==> config.mk <==
export PLATFORM = sky130hd
export DESIGN_NAME = gds_front_flat
export DESIGN_NICKNAME = d
export VERILOG_FILES = /design/src/rtl/gds_pkg.sv /design/src/rtl/gds_if.sv /design/src/rtl/gds_front.sv /design/src/flat_wrapper.sv
export SDC_FILE = /design/constraint.sdc
export NUM_CORES = 1
export LEC_CHECK = 0
export CAP_MARGIN = 0
export CORE_AREA = 2 2 92 94
export DETAILED_ROUTE_END_ITERATION = 8
export DIE_AREA = 0 0 94 96
export DONT_BUFFER_PORTS = 1
export PLACE_DENSITY = 0.35
export SLEW_MARGIN = 20
export SYNTH_ARGS = -nofsm -noshare
export SYNTH_HDL_FRONTEND = slang
export SYNTH_SLANG_ARGS = --single-unit
==> constraint.sdc <==
create_clock -name vclk -period 2.85
set_clock_uncertainty 0.15 [all_clocks]
set_input_delay 0.57 -clock vclk [all_inputs]
set_output_delay 0.57 -clock vclk [all_outputs]
set_load 0.02 [all_outputs]
==> src/rtl/gds_pkg.sv <==
package gds_pkg;

    localparam int PIXELS      = 4096;
    localparam int CHANNELS    = 4;
    localparam int PIX_W       = $clog2(PIXELS);
    localparam int CH_W        = $clog2(CHANNELS);
    localparam int ADDR_W      = PIX_W + CH_W;
    localparam int STORE_DEPTH = PIXELS * CHANNELS;
    localparam int DATA_W      = 32;
    localparam int THRESH_W    = 31;
    localparam int COUNT_W     = 13;
    localparam int ENERGY_W    = 47;
    localparam int DIFF_W      = DATA_W + 1;
    localparam int PROD_W      = DIFF_W + DATA_W;
    localparam int FRAC_W      = 16;
    localparam int D_W         = PROD_W - FRAC_W;
    localparam int SUM_W       = D_W + 1;
    localparam int MAG_W       = D_W - 1;
    localparam int QUEUE_DEPTH = 4;
    localparam int QPTR_W      = $clog2(QUEUE_DEPTH);

    localparam logic [ENERGY_W-1:0] ENERGY_MAX = {ENERGY_W{1'b1}};

    typedef enum logic
    {
        CMD_LOAD    = 1'b0,
        CMD_PROCESS = 1'b1
    } cmd_t;

    typedef enum logic
    {
        CFG_THRESHOLD   = 1'b0,
        CFG_PIXEL_COUNT = 1'b1
    } cfg_index_t;

    // operand carries the pixel value on loads and the edge weight on process beats
    typedef struct packed
    {
        cmd_t                     kind;
        logic                     err;
        logic [ADDR_W-1:0]        addr_a;
        logic [ADDR_W-1:0]        addr_b;
        logic signed [DATA_W-1:0] operand;
        logic signed [DATA_W-1:0] bregman;
        logic                     last;
    } item_t;

    typedef struct packed
    {
        logic  empty;
        item_t head;
    } queue_status_t;

endpackage

==> src/rtl/gds_if.sv <==
interface gds_in_if;
    import gds_pkg::*;

    logic                     valid;
    logic                     ready;
    logic                     cmd;
    logic [PIX_W-1:0]         first_pixel;
    logic [PIX_W-1:0]         second_pixel;
    logic [CH_W-1:0]          channel;
    logic signed [DATA_W-1:0] pixel_value;
    logic signed [DATA_W-1:0] edge_weight;
    logic signed [DATA_W-1:0] bregman_in;
    logic                     last_item;

    modport source
    (
        output valid, cmd, first_pixel, second_pixel, channel,
        output pixel_value, edge_weight, bregman_in, last_item,
        input  ready
    );

    modport sink
    (
        input  valid, cmd, first_pixel, second_pixel, channel,
        input  pixel_value, edge_weight, bregman_in, last_item,
        output ready
    );
endinterface


==> src/rtl/gds_front.sv <==
module gds_front
(
    gds_in_if.sink                      in_ch,
    input  logic [gds_pkg::COUNT_W-1:0] pixel_count,
    input  logic                        queue_full,
    output logic                        push,
    output gds_pkg::item_t              item
);
    import gds_pkg::*;

    logic is_process;
    logic a_out;
    logic b_out;

    assign in_ch.ready = !queue_full;
    assign push        = in_ch.valid && !queue_full;

    // pixel indices are narrower than the count, so a count above PIXELS caps itself
    assign is_process = (in_ch.cmd == CMD_PROCESS);
    assign a_out      = ({1'b0, in_ch.first_pixel} >= pixel_count);
    assign b_out      = ({1'b0, in_ch.second_pixel} >= pixel_count);

    always_comb
    begin
        item.kind    = is_process ? CMD_PROCESS : CMD_LOAD;
        item.err     = is_process && (a_out || b_out);
        item.addr_a  = {in_ch.first_pixel, in_ch.channel};
        item.addr_b  = {in_ch.second_pixel, in_ch.channel};
        item.operand = is_process ? in_ch.edge_weight : in_ch.pixel_value;
        item.bregman = in_ch.bregman_in;
        item.last    = in_ch.last_item;
    end
endmodule

==> src/flat_wrapper.sv <==
// flat-port wrapper written by rule: the top's interface ports become plain ports
module gds_front_flat import gds_pkg::*;
  (pixel_count, queue_full, push, item, in_ch_valid, in_ch_cmd, in_ch_first_pixel, in_ch_second_pixel, in_ch_channel, in_ch_pixel_value, in_ch_edge_weight, in_ch_bregman_in, in_ch_last_item, in_ch_ready);
  gds_in_if in_ch_i ();
  input  logic [gds_pkg::COUNT_W-1:0] pixel_count;
  input  logic queue_full;
  output logic push;
  output gds_pkg::item_t item;
  input wire logic [$bits(in_ch_i.valid)-1:0] in_ch_valid;
  input wire logic [$bits(in_ch_i.cmd)-1:0] in_ch_cmd;
  input wire logic [$bits(in_ch_i.first_pixel)-1:0] in_ch_first_pixel;
  input wire logic [$bits(in_ch_i.second_pixel)-1:0] in_ch_second_pixel;
  input wire logic [$bits(in_ch_i.channel)-1:0] in_ch_channel;
  input wire logic [$bits(in_ch_i.pixel_value)-1:0] in_ch_pixel_value;
  input wire logic [$bits(in_ch_i.edge_weight)-1:0] in_ch_edge_weight;
  input wire logic [$bits(in_ch_i.bregman_in)-1:0] in_ch_bregman_in;
  input wire logic [$bits(in_ch_i.last_item)-1:0] in_ch_last_item;
  output wire logic [$bits(in_ch_i.ready)-1:0] in_ch_ready;
  assign in_ch_i.valid = in_ch_valid;
  assign in_ch_i.cmd = in_ch_cmd;
  assign in_ch_i.first_pixel = in_ch_first_pixel;
  assign in_ch_i.second_pixel = in_ch_second_pixel;
  assign in_ch_i.channel = in_ch_channel;
  assign in_ch_i.pixel_value = in_ch_pixel_value;
  assign in_ch_i.edge_weight = in_ch_edge_weight;
  assign in_ch_i.bregman_in = in_ch_bregman_in;
  assign in_ch_i.last_item = in_ch_last_item;
  assign in_ch_ready = in_ch_i.ready;
  gds_front u_core (.in_ch(in_ch_i), .pixel_count(pixel_count), .queue_full(queue_full), .push(push), .item(item));
endmodule
==> results.sh <==
export IMPL_status="complete, no violations"
export IMPL_hp_class="in -> out"
export IMPL_gp_congestion=0.730
export IMPL_nNetsFinal=275
export IMPL_p_per_area_nw_per_um2=164
export IMPL_cts_resized=0
export IMPL_drive_gt1_share_pct=31.8
export IMPL_clkbuf_count=0
export IMPL_fin_ws_ns=0.156
export IMPL_critical_path_slowest_cell="a41oi_1"
export IMPL_wl_met2_mm=2.02
export IMPL_wirelength_mm=4.14
export IMPL_syn_nets=339
export IMPL_grt_antenna_before_repair=0
export IMPL_timing_fmax_ghz=0.371
export IMPL_fin_total_pwr_mw=0.178
export IMPL_grt_total_usage_pct=7.70
export IMPL_grt_max_degree=35
export IMPL_hold_depth=0
export IMPL_start_util_pct=17.9
export IMPL_seqCellArea_um2=0
export IMPL_areaGrowthSynthToFinish_pct=-24.5
export IMPL_dr_total_vias=926
export IMPL_ant_nets=0
export IMPL_dp_slack_ns=0.0919
export IMPL_critPathTopFamily="compound AO/OA/AOI/OAI gates"
export IMPL_diodes=0
export IMPL_yosysMostFrequentCell="buf_4"
export IMPL_hold_slack_ns=0.990
export IMPL_holdBufCountCts=0
export IMPL_final_max_slew_violation_count=0
export IMPL_portBuffers=0
export IMPL_wl_met3_um=505
export IMPL_grt_pass1_vias=874
export IMPL_critPathMaxStageDelay_ns=0.56
export IMPL_cp_max_fo=3
export IMPL_netlist_top_cell_by_area="buf_4"
export IMPL_synth_warnings=0
export IMPL_tightest_slew_ns=0.628
export IMPL_cp_num_buf_inv=1
export IMPL_topRoutingLayerUsed="met4"
export IMPL_fin_crit_ns=2.69
export IMPL_grt_setup_unrepaired="false"
export IMPL_final_util_pct=13.5
export IMPL_period_share_pct=94.5
export IMPL_grt_pass1_wl_mm=5.16
export IMPL_design_seq_count=0
export IMPL_dieArea_um2=9020
export IMPL_path_cells="inv_1, ha_1, a21oi_1, a21boi_0, o311ai_0, a41oi_1"
export IMPL_dpl_hpwl_mm=3.91
export IMPL_syn_area_um2=1440
export IMPL_firstDrtPassIters=2
export IMPL_crit_path_end_kind="output pin"
export IMPL_startpoint_type="input pin"
export IMPL_ys_top_cells_by_count="62 x buf_4, 32 x mux2_2, 24 x ha_1"
export IMPL_io_pins=236
export IMPL_final_hold_viol_count=0
export IMPL_worstPathArrival_ns=1.97
export IMPL_stdcell_area_um2=1080
export IMPL_post_cts_buffers=0
export IMPL_drc_errors=0
export IMPL_synth_top_area_share_pct=32.4
export IMPL_fillers=929
export IMPL_vias_per_cell=4.31
export IMPL_crit_cells=6
export IMPL_die_w_um=94
export IMPL_drtIter0Drc=3
export IMPL_rows=33
export IMPL_placed_area_um2=1080
export IMPL_drt_met1_wl_mm=1.55
export IMPL_synth_area_leaders="buf_4 32%, mux2_2 25%, ha_1 21%"
export IMPL_coreArea_um2=8050
export IMPL_drv_cap=0
export IMPL_fin_cells=215
export IMPL_worst_setup_path_type="in -> out"
export IMPL_grt_overflow=0
export IMPL_cp_required_ns=2.13
export IMPL_yosysSeqAreaShare_pct=0
export IMPL_leakagePower_nw=0.477
export IMPL_synth_avg_cell_area_um2=8.17
export IMPL_ir_worst_vdd_uv=47.0
export IMPL_fin_tns_setup_ns=0
export IMPL_dp_cells=215
export IMPL_ys_types=26
export IMPL_max_slew_margin_pct=57.6
export IMPL_wl_per_cell_um=19.3
export IMPL_fp_dieH_um=96
export IMPL_synth_cells=176
export IMPL_setup_viol=0
## cell families after synthesis
group / count (synthesis) / share of synthesized area, %
adder cells (fa/ha/maj): 24 / 20.9
AO/OA/AOI/OAI: 18 / 8.27
buffers and inverters: 84 / 38.4
AND/OR/NAND/NOR: 18 / 7.40
multiplexers: 32 / 25.1
## metal layers
layer,up-vias,track usage [%]
met1,389,9.36
li1,408,-
met4,0,1.33
met2,119,13.6
met5,-,0
met3,10,2.35
## cell usage in the layout (no fill, tap or decap), types with 2 or more instances in the layout
cell type	synthesis	routed
a21oi_1	7	7
ha_1	24	24
inv_1	18	18
mux2_2	32	32
nand2_1	6	6
nor2_1	2	2
nor3b_1	2	2
o21ai_0	4	4
## final cells by class
type                       count  area, µm²  area share (%)
multi-input combinational     92        886            81.7
tap                          105        131            12.1
inverter                      18       67.6            6.23
## final timing paths
| kind | start | to | slack [ns] |
|---|---|---|---|
| setup / recovery | pixel_count[3] | item[93] | 0.16 |
| hold / removal | in_ch_first_pixel[11] | item[92] | 0.99 |
## power by group
group	switching, mW	leakage (nW)	internal, mW
Sequential	0	0	0
Combinational	0.109	0.477	0.0685
Clock	0	0	0
Total	0.109	0.477	0.0685
(Power assumes the default switching activity.)
