**config.mk**
```make
export PLATFORM = sky130hd
export DESIGN_NAME = gds_queue
export DESIGN_NICKNAME = d
export VERILOG_FILES = /design/src/rtl/gds_pkg.sv /design/src/rtl/gds_queue.sv
export SDC_FILE = /design/constraint.sdc
export NUM_CORES = 1
export LEC_CHECK = 0
export BUFFER_PORTS_ARGS = -buffer_cell sky130_fd_sc_hd__buf_2
export CORE_MARGIN = 2
export CORE_UTILIZATION = 61
export DETAILED_ROUTE_END_ITERATION = 16
export HOLD_SLACK_MARGIN = 0.08
export PLACE_DENSITY = 0.82
export SYNTH_ARGS = -nofsm -noshare
export SYNTH_HDL_FRONTEND = slang
export SYNTH_SLANG_ARGS = --single-unit
```
**constraint.sdc**
```tcl
create_clock -name clk -period 8.7 [get_ports clk]
set_input_delay 0.435 -clock clk [delete_from_list [all_inputs] [get_ports clk]]
set_output_delay 0.435 -clock clk [all_outputs]
set_load 0.1 [all_outputs]
```
**src/rtl/gds_pkg.sv**
```systemverilog
package gds_pkg;

    localparam int PIXELS      = 4096;
    localparam int CHANNELS    = 4;
    localparam int PIX_W       = $clog2(PIXELS);
    localparam int CH_W        = $clog2(CHANNELS);
    localparam int ADDR_W      = PIX_W + CH_W;
    localparam int STORE_DEPTH = PIXELS * CHANNELS;
    localparam int DATA_W      = 32;
    localparam int THRESH_W    = 31;
    localparam int COUNT_W     = 13;
    localparam int ENERGY_W    = 47;
    localparam int DIFF_W      = DATA_W + 1;
    localparam int PROD_W      = DIFF_W + DATA_W;
    localparam int FRAC_W      = 16;
    localparam int D_W         = PROD_W - FRAC_W;
    localparam int SUM_W       = D_W + 1;
    localparam int MAG_W       = D_W - 1;
    localparam int QUEUE_DEPTH = 4;
    localparam int QPTR_W      = $clog2(QUEUE_DEPTH);

    localparam logic [ENERGY_W-1:0] ENERGY_MAX = {ENERGY_W{1'b1}};

    typedef enum logic
    {
        CMD_LOAD    = 1'b0,
        CMD_PROCESS = 1'b1
    } cmd_t;

    typedef enum logic
    {
        CFG_THRESHOLD   = 1'b0,
        CFG_PIXEL_COUNT = 1'b1
    } cfg_index_t;

    // operand carries the pixel value on loads and the edge weight on process beats
    typedef struct packed
    {
        cmd_t                     kind;
        logic                     err;
        logic [ADDR_W-1:0]        addr_a;
        logic [ADDR_W-1:0]        addr_b;
        logic signed [DATA_W-1:0] operand;
        logic signed [DATA_W-1:0] bregman;
        logic                     last;
    } item_t;

    typedef struct packed
    {
        logic  empty;
        item_t head;
    } queue_status_t;

endpackage

```
**src/rtl/gds_queue.sv**
```systemverilog
module gds_queue
(
    input  logic                   clk,
    input  logic                   rst_n,
    input  logic                   push,
    input  gds_pkg::item_t         push_item,
    input  logic                   pop,
    output logic                   full,
    output gds_pkg::queue_status_t status
);
    import gds_pkg::*;

    item_t             entry_reg [QUEUE_DEPTH];
    logic [QPTR_W-1:0] wr_ptr_reg;
    logic [QPTR_W-1:0] wr_ptr_next;
    logic [QPTR_W-1:0] rd_ptr_reg;
    logic [QPTR_W-1:0] rd_ptr_next;
    logic [QPTR_W:0]   count_reg;
    logic [QPTR_W:0]   count_next;
    logic              do_push;
    logic              do_pop;

    assign full         = (count_reg == (QPTR_W+1)'(QUEUE_DEPTH));
    assign status.empty = (count_reg == '0);
    assign status.head  = entry_reg[rd_ptr_reg];

    assign do_push = push && !full;
    assign do_pop  = pop && !status.empty;

    always_comb
    begin
        wr_ptr_next = do_push ? wr_ptr_reg + 1'b1 : wr_ptr_reg;
        rd_ptr_next = do_pop ? rd_ptr_reg + 1'b1 : rd_ptr_reg;
        count_next  = count_reg;
        if (do_push && !do_pop)
        begin
            count_next = count_reg + 1'b1;
        end
        else if (do_pop && !do_push)
        begin
            count_next = count_reg - 1'b1;
        end
    end

    always_ff @(posedge clk or negedge rst_n)
    begin
        if (!rst_n)
        begin
            wr_ptr_reg <= '0;
            rd_ptr_reg <= '0;
            count_reg  <= '0;
        end
        else
        begin
            wr_ptr_reg <= wr_ptr_next;
            rd_ptr_reg <= rd_ptr_next;
            count_reg  <= count_next;
        end
    end

    always_ff @(posedge clk)
    begin
        if (do_push)
        begin
            entry_reg[wr_ptr_reg] <= push_item;
        end
    end
endmodule

```
==> impl_results.md, run 1 <==
- Initial core utilization: 0.6218
- Pre-CTS setup slack: 5213 ps
- Die X-Extent: 156.2 um
- Multi-input gate area: 2370 um2
- Worst min path class: primary input to flop
- Final setup vio count: 0
- Worst R2R Start: count_reg[2]
- Flop2flop setup slack: 5810 ps
- GP Congestion: 0.7781
- Largest register FFs: 380
- Worst slew margin: 0.2266
- Final-report max-slew violation count: 0
- Gate Count Post-Synth: 533
- Global-route wire length before repair: 38.07 mm
- Fin worst setup slack: 4803 ps
- Clock buffer depth: 3
- IO buf count: 195
- Reg2reg end: entry_reg[0][51]
- Layout cells sized above 1: 0.4552
- Hold Vio Cnt, Final: 0
- Flops & latches, synth: 387
- IO Pins: 196
- Total track usage: 0.2109
- Critical path class: flop to output pin
- Post-synthesis cell type count: 23
- Rows: 55
- Post-synthesis sequential area ratio: 0.8205
- Via-per-instance ratio: 5.851
- Syn Nets: 638
- Synth area leader: edfxtp_1
- Dpl hpwl: 14.71 mm
- CTS Sinks: 387
- Cell Area, Placed: 15360 um2
- Top post-synthesis cells by area: edfxtp_1 81%, mux4_2 15%, dfrtp_1 1.2%, buf_2 0.46%, ha_1 0.44%
- Routed WL: 25.06 mm
- Maximum fanout along the worst path: 57
- Die area: 24380 um2
- Reg clk slew, reported paths: 60 ps
- Worst EP required: 8270 ps
- Reg2Reg Depth: 4
- EDFF count, synth: 380
- Async SR Flop Fraction: 0.01809
- Synth warn: 0
- Primary FF master, synth: edfxtp_1
- Residual DRC: 0
- Clock Latency Late Sink: 500 ps
- Wirelength per Cell: 23.40 um
- Area Overhead vs Synth: 17.76%
- Final worst-path cycle share: 0.4480
- Max cap viols: 0
- TritonCTS clock tree: yes
- Core area: 22710 um2
- Avg Inst Size Synth: 26.49 um2
- Tightest Pin Transition: 1160 ps
- Filler cell count: 1274
- Top cell type's share of synthesized area: 0.8081
- Vias: 6266
- Fin crit period: 3897 ps
- Seq. cell area: 11590 um2
- Largest net degree at the start of global routing: 78
- Die height: 156.2 um
- Detailed Routing Iterations Pass 1: 5
- Most common cell in the netlist: edfxtp_1
- Crit path launch: rd_ptr_reg[0]
- Initial antenna violation count: 5
- RSZ-0062 raised after global routing: false
- Commonest cells in the netlist: 380 x edfxtp_1, 95 x mux4_2, 13 x buf_2
- Total global routing overflow: 0
- Clk root buf: clkbuf_16
- Design area: 16630 um2
- End of the critical path: status[77]
- Setup crit end kind: output pin
- Number of CTS-inserted buffers: 39
- Peak Freq: 256.6 MHz
- Startpoint Class: flop
- Setup Total Neg Slack: 0 ps
- Outcome: completed
- Cell area after synthesis: 14120 um2
- Cts repair resizes: 0
- WP data arrival: 3460 ps
- H-Tree Level Count: 2
- Post-route ant nets: 0
- Setup repair bufs after CTS: 0
- First DRT Iteration DRCs: 486
- Setup Skew: 6.622 ps
- Nets: 858
- Vias in the first global route: 6802
==> how the worst min path moves through the flow <==
stage	from	slack [ps]	end	cells past startpoint
3_5_place_dp	rst_n	280	count_reg[2]	1
4_1_cts	push_item[54]	120	entry_reg[3][54]	1
3_3_place_gp	rst_n	270	rd_ptr_reg[1]	1
2_1_floorplan	rst_n	140	count_reg[0]	0
5_1_grt	push_item[20]	110	entry_reg[2][20]	1
6_report	push_item[20]	130	entry_reg[2][20]	1
==> final cells by class <==
| class | count | area share |
|---|---|---|
| flip-flops and latches | 387 | 0.6972 |
| multi-input cells | 119 | 0.1425 |
| clock buffers | 48 | 0.06328 |
| repair buffers | 202 | 0.06200 |
| well taps | 285 | 0.02144 |
| clock inverters | 22 | 0.01204 |
| inverters | 4 | 0.0009029 |
| diodes | 4 | 0.0006020 |
==> cell families (layout without fill, tap and decap cells) <==
kind of cell               Yosys count  count (layout)  synth area share
xor gates and xnor gates             6               6          0.003721
muxes                               97              97            0.1531
and+or+nand+nor                     10              10          0.004430
other                                0               4                 0
buffers and inverters               27             276           0.01240
DFF                                387             387            0.8205
adders and majority gates            6               6          0.005848
==> layout by cell type, fill, tap and decap left out, drive strengths merged <==
cell type and n:
ha 5, nor3b 1, nor2b 1, edfxtp 380
bufinv 4, and2 4, inv 5, or3 1
nor2 1, xnor2 4, clkbuf 48, nand3 1
fa 1, clkinv 17, dfrtp 7, buf 201
nand2 1, diode 4, xor2 2, mux4 95
mux2 2, dlygate4sd3 1
==> metrics by stage <==
stage,hold WS [ps],util,std cells
finish,134.4,0.7322,1071
global route,112.0,0.7318,1067
CTS,117.3,0.7318,1067
detailed placement,277.5,0.6762,996
global placement,267.8,0.6762,996
floorplan,139.4,-,533
==> timing repair <==
| action | 4_1_cts | 5_1_grt |
|---|---|---|
| hold endpoints to repair | 7 | 0 |
| setup endpoints to repair | 0 | 0 |
| hold buffers | 1 | 0 |
==> worst max-delay path, stage by stage (launching register included) <==
cell,delay (ps)
dfrtp_4,1200
buf_4,780
mux4_2,610
buf_2,320
==> per-layer routing <==
metal  track usage  vias to the layer above  part of all wire  routed length, um
met3       0.07167                       35             0.096               2413
met2        0.3559                      258              0.51              12790
met4       0.04587                        4             0.014                342
met1        0.2719                     3228              0.38               9479
li1              -                     2741                 -                  -
met5             0                        -            0.0011                 27
Power of run 1 is left out: the tool's default activity adds up to more than one toggle a clock period on the data nets, which glitch-free logic cannot reach.
==> run 2, diff against run 1 <==
--- a/config.mk
+++ b/config.mk
@@ -7,10 +7,10 @@
 export LEC_CHECK = 0
 export BUFFER_PORTS_ARGS = -buffer_cell sky130_fd_sc_hd__buf_2
 export CORE_MARGIN = 2
-export CORE_UTILIZATION = 61
+export CORE_UTILIZATION = 51
 export DETAILED_ROUTE_END_ITERATION = 16
 export HOLD_SLACK_MARGIN = 0.08
-export PLACE_DENSITY = 0.82
+export PLACE_DENSITY = 0.73
 export SYNTH_ARGS = -nofsm -noshare
 export SYNTH_HDL_FRONTEND = slang
 export SYNTH_SLANG_ARGS = --single-unit
==> constraint.sdc (replaced) <==
create_clock -name clk -period 3.5 [get_ports clk]
set_input_delay 0.175 -clock clk [delete_from_list [all_inputs] [get_ports clk]]
set_output_delay 0.175 -clock clk [all_outputs]
set_load 0.1 [all_outputs]
==> impl_results.md, run 2 (synthesized netlist as in run 1, its figures left out) <==
- Startpoint Class: flop
- Seq. cell area: 11590 um2
- Worst EP required: 3320 ps
- Setup repair bufs after CTS: 0
- Final setup vio count: 0
- Die X-Extent: 170.4 um
- IO buf count: 195
- Filler cell count: 1718
- Total track usage: 0.1873
- Routed WL: 26.67 mm
- Nets: 965
- TritonCTS clock tree: yes
- Worst slew margin: 0.4468
- Largest net degree at the start of global routing: 56
- Rows: 60
- GP Congestion: 0.7498
- Core area: 27100 um2
- Crit-path max cell delay: 640 ps
- CTS Sinks: 387
- IO Pins: 196
- Fin crit period: 2753 ps
- RSZ-0062 raised after global routing: false
- Cts repair resizes: 0
- Busiest layer in global routing: met2
- Commonest non-fill, non-tap cell in the layout: edfxtp_1
- Max cap viols: 0
- Tightest Pin Transition: 829.8 ps
- Met2 usage: 0.3192
- Final worst-path cycle share: 0.7867
- Worst min path class: primary input to flop
- Residual DRC: 0
- Clock buffer depth: 3
- Setup crit end kind: output pin
- Number of CTS-inserted buffers: 39
- Total global routing overflow: 0
- Initial antenna violation count: 1
- Vias: 6684
- Hold_buf cts: 98
- Layout cells sized above 1: 0.4218
- First DRT Iteration DRCs: 530
- Multi-input gate area: 2376 um2
- Detailed Routing Iterations Pass 1: 5
- Largest register FFs: 380
- Fin cells: 1262
- Crit-path cells: buf_4, mux4_2, buf_2
- Outcome: completed
- Design area: 17960 um2
- Die height: 170.4 um
- Final core occ: 0.6626
- CP max stage cell: buf_4
- Clock Latency Late Sink: 510 ps
- GR Util met1: 0.2476
- Final-report max-slew violation count: 0
- Critical path class: flop to output pin
- Global-route wire length before repair: 40.76 mm
- WP data arrival: 2580 ps
- Post-route ant nets: 0
- Setup Total Neg Slack: 0 ps
- Reg clk slew, reported paths: 60 ps
- Dpl hpwl: 16.03 mm
- H-Tree Level Count: 2
- Clk root buf: clkbuf_16
- Via-per-instance ratio: 5.296
- Initial core utilization: 0.5211
- Peak Freq: 363.2 MHz
- Cell Area, Placed: 15650 um2
- Vias in the first global route: 7206
- Global-route met3 utilization: 0.04605
- Wirelength per Cell: 21.13 um
- Hold Vio Cnt, Final: 0
- Area Overhead vs Synth: 27.16%
- Maximum fanout along the worst path: 42
- Die area: 29040 um2
- Setup Skew: 14.39 ps
- Placed insts: 1093
- Commonest cells after routing, fill and taps aside: 380 x edfxtp_1, 195 x buf_2, 98 x dlygate4sd3_1
[run 2: cell types whose count changed in the layout (fill, tap and decap cells not counted), sizes merged]
cell and change:
clkbuf -1, buf +10, clkinv -4, bufinv +1, dlygate4sd3 +97, diode -3
clkinvlp +3, inv +1
[run 2: final timing paths]
check,depth (start not counted),end,slack (ps),startpoint
setup / recovery,3,status[23],750,rd_ptr_reg[0]
hold / removal,3,wr_ptr_reg[0],170,push
setup reg to reg,4,entry_reg[2][23],1130,count_reg[2]
hold reg to reg,1,count_reg[2],510,count_reg[2]
max in group asynchronous,3,rd_ptr_reg[1],2620,rst_n
min in group asynchronous,3,rd_ptr_reg[0],620,rst_n
[run 2: worst max-delay path: cells and delay by family, from the launching register on]
kind,cells,cell delay (ps)
buf+inv,2,960
mux,1,630
flops,1,420
[run 2: layout make-up]
type / instances / area share
Clock inverter: 23 / 0.01380
Tap cell: 372 / 0.02592
Inverter: 4 / 0.0008362
Antenna cell: 1 / 0.0001394
Multi-Input combinational cell: 119 / 0.1323
Sequential cell: 387 / 0.6457
Timing Repair Buffer: 309 / 0.1212
Clock buffer: 47 / 0.06007
[run 2: per-stage QoR]
stage,hold WS (ps),setup WS (ps)
detailed placement,21.73,1142
global route,183.6,612.4
floorplan,-120.6,746.2
global placement,12.94,1263
CTS,158.1,705.7
finish,172.5,746.6
[run 2: routing by layer]
layer | share of wire | up-vias
met3 | 0.070 | 30
met1 | 0.40 | 3458
met4 | 0.014 | 0
met5 | 0 | -
li1 | - | 2951
met2 | 0.51 | 245
Power of run 2 is left out for the same reason.
==> run 3, diff against run 2 <==
--- a/config.mk
+++ b/config.mk
@@ -7,10 +7,10 @@
 export LEC_CHECK = 0
 export BUFFER_PORTS_ARGS = -buffer_cell sky130_fd_sc_hd__buf_2
 export CORE_MARGIN = 2
-export CORE_UTILIZATION = 51
+export CORE_UTILIZATION = 57
 export DETAILED_ROUTE_END_ITERATION = 16
 export HOLD_SLACK_MARGIN = 0.08
-export PLACE_DENSITY = 0.73
+export PLACE_DENSITY = 0.77
 export SYNTH_ARGS = -nofsm -noshare
 export SYNTH_HDL_FRONTEND = slang
 export SYNTH_SLANG_ARGS = --single-unit
==> constraint.sdc (replaced) <==
create_clock -name clk -period 2.8 [get_ports clk]
set_input_delay 0.14 -clock clk [delete_from_list [all_inputs] [get_ports clk]]
set_output_delay 0.14 -clock clk [all_outputs]
set_load 0.1 [all_outputs]
==> impl_results.md, run 3 (synthesized netlist as in run 1, its figures left out) <==
- Hold Vio Cnt, Final: 0
- Outcome: completed
- Design area: 17820 um2
- Critical path class: flop to output pin
- WHS Path Cells: 3
- Die area: 26050 um2
- IO buf count: 195
- Number of CTS-inserted buffers: 38
- Maximum fanout along the worst path: 34
- Reg2reg end: count_reg[2]
- Routed WL: 27.02 mm
- CTS Sinks: 387
- Final core occ: 0.7329
- Setup Total Neg Slack: 0 ps
- RSZ-0062 raised after global routing: false
- Vias in the first global route: 7418
- GP Congestion: 0.7283
- Diode count: 0
- Reg2Reg Depth: 8
- Core area: 24320 um2
- H-Tree Level Count: 2
- Setup repair bufs after CTS: 0
- Setup Skew: 17.44 ps
- Final worst-path cycle share: 0.9234
- Residual DRC: 0
- Hold worst-path end: wr_ptr_reg[0]
- Fin worst setup slack: 214.4 ps
- Startpoint Class: flop
- Peak Freq: 386.8 MHz
- Clock Latency Late Sink: 510 ps
- Worst EP required: 2660 ps
- Worst slew margin: 0.5907
- TritonCTS clock tree: yes
- Hold_buf cts: 98
- Die height: 161.4 um
- Total global routing overflow: 0
- Initial core utilization: 0.5806
- Worst R2R Start: count_reg[2]
- Layout cells sized above 1: 0.4092
- Initial antenna violation count: 0
- Vias: 6769
- Commonest non-fill, non-tap cell in the layout: edfxtp_1
- Area Overhead vs Synth: 26.22%
- WP data arrival: 2450 ps
- Commonest cells after routing, fill and taps aside: 380 x edfxtp_1, 195 x buf_2, 98 x dlygate4sd3_1
- Clk root buf: clkbuf_16
- Reg clk slew, reported paths: 60 ps
- Clock buffer depth: 3
- Post-route ant nets: 0
- Setup crit end kind: output pin
- Largest net degree at the start of global routing: 43
- Nets: 965
- Largest register FFs: 380
- Final setup vio count: 0
- Crit-path max cell delay: 780 ps
- Rows: 57
- Max cap viols: 0
- Fin crit period: 2586 ps
- Global-route wire length before repair: 41.36 mm
- First DRT Iteration DRCs: 550
- Hold wc startpoint: push
- Total track usage: 0.2114
- Detailed Routing Iterations Pass 1: 4
- Wirelength per Cell: 22.31 um
- Cts repair resizes: 0
- Crit-path cells: buf_4, mux4_2, buf_2
- Tightest Pin Transition: 612.7 ps
- Via-per-instance ratio: 5.590
- Final-report max-slew violation count: 0
- Die X-Extent: 161.4 um
- Cell Area, Placed: 15640 um2
- CP max stage cell: dfrtp_4
- IO Pins: 196
- Dpl hpwl: 15.80 mm
- Pre-CTS setup slack: 447.2 ps
- Worst min path class: primary input to flop
- Flop2flop setup slack: 440 ps
## run 3: cell types whose count changed in the layout (fill, tap and decap cells not counted), moves of 3 or more
cell	change
buf_4	-3
buf_12	+4
clkinv_1	+3
clkbuf_1	+7
clkinv_2	-4
clkbuf_8	-3
## run 3: worst max-delay path: cells and delay by family (launching register included)
| kind | cells | cell delay (ps) |
|---|---|---|
| buffers and inverters | 2 | 830 |
| DFF | 1 | 780 |
| muxes | 1 | 280 |
## run 3: metal layers
metal	wire length (um)	global-route usage	vias up	share of wire
met3	2021	0.05393	52	0.075
met2	14000	0.3658	296	0.52
met1	10420	0.2692	3468	0.39
met4	580	0.06006	0	0.021
li1	-	-	2953	-
met5	0	0	-	0
## run 3: worst max path at each step
| stage | start | to | cells past startpoint |
|---|---|---|---|
| after global routing | rd_ptr_reg[1] | status[49] | 3 |
| after CTS | rd_ptr_reg[1] | status[49] | 3 |
| after floorplan | count_reg[0] | entry_reg[0][0] | 4 |
| after global placement | count_reg[2] | count_reg[2] | 8 |
| after detailed placement | count_reg[2] | count_reg[2] | 8 |
| final | rd_ptr_reg[1] | status[49] | 3 |
## run 3: final cells by class
class / count / area, um2
sequential: 387 / 11590
fill: 1340 / 6496
multi-input combinational: 119 / 2376
timing repair buffer: 310 / 2235
clock buffer: 49 / 1013
tap: 324 / 405.4
clock inverter: 18 / 185.2
inverter: 4 / 15.01
## run 3: per-stage QoR
step	hold slack (ps)	cells
finish	153.9	1211
global route	150.9	1211
CTS	141.8	1211
detailed placement	-18.12	1046
global placement	-22.59	1046
floorplan	-155.6	533
Power of run 3 is left out for the same reason.
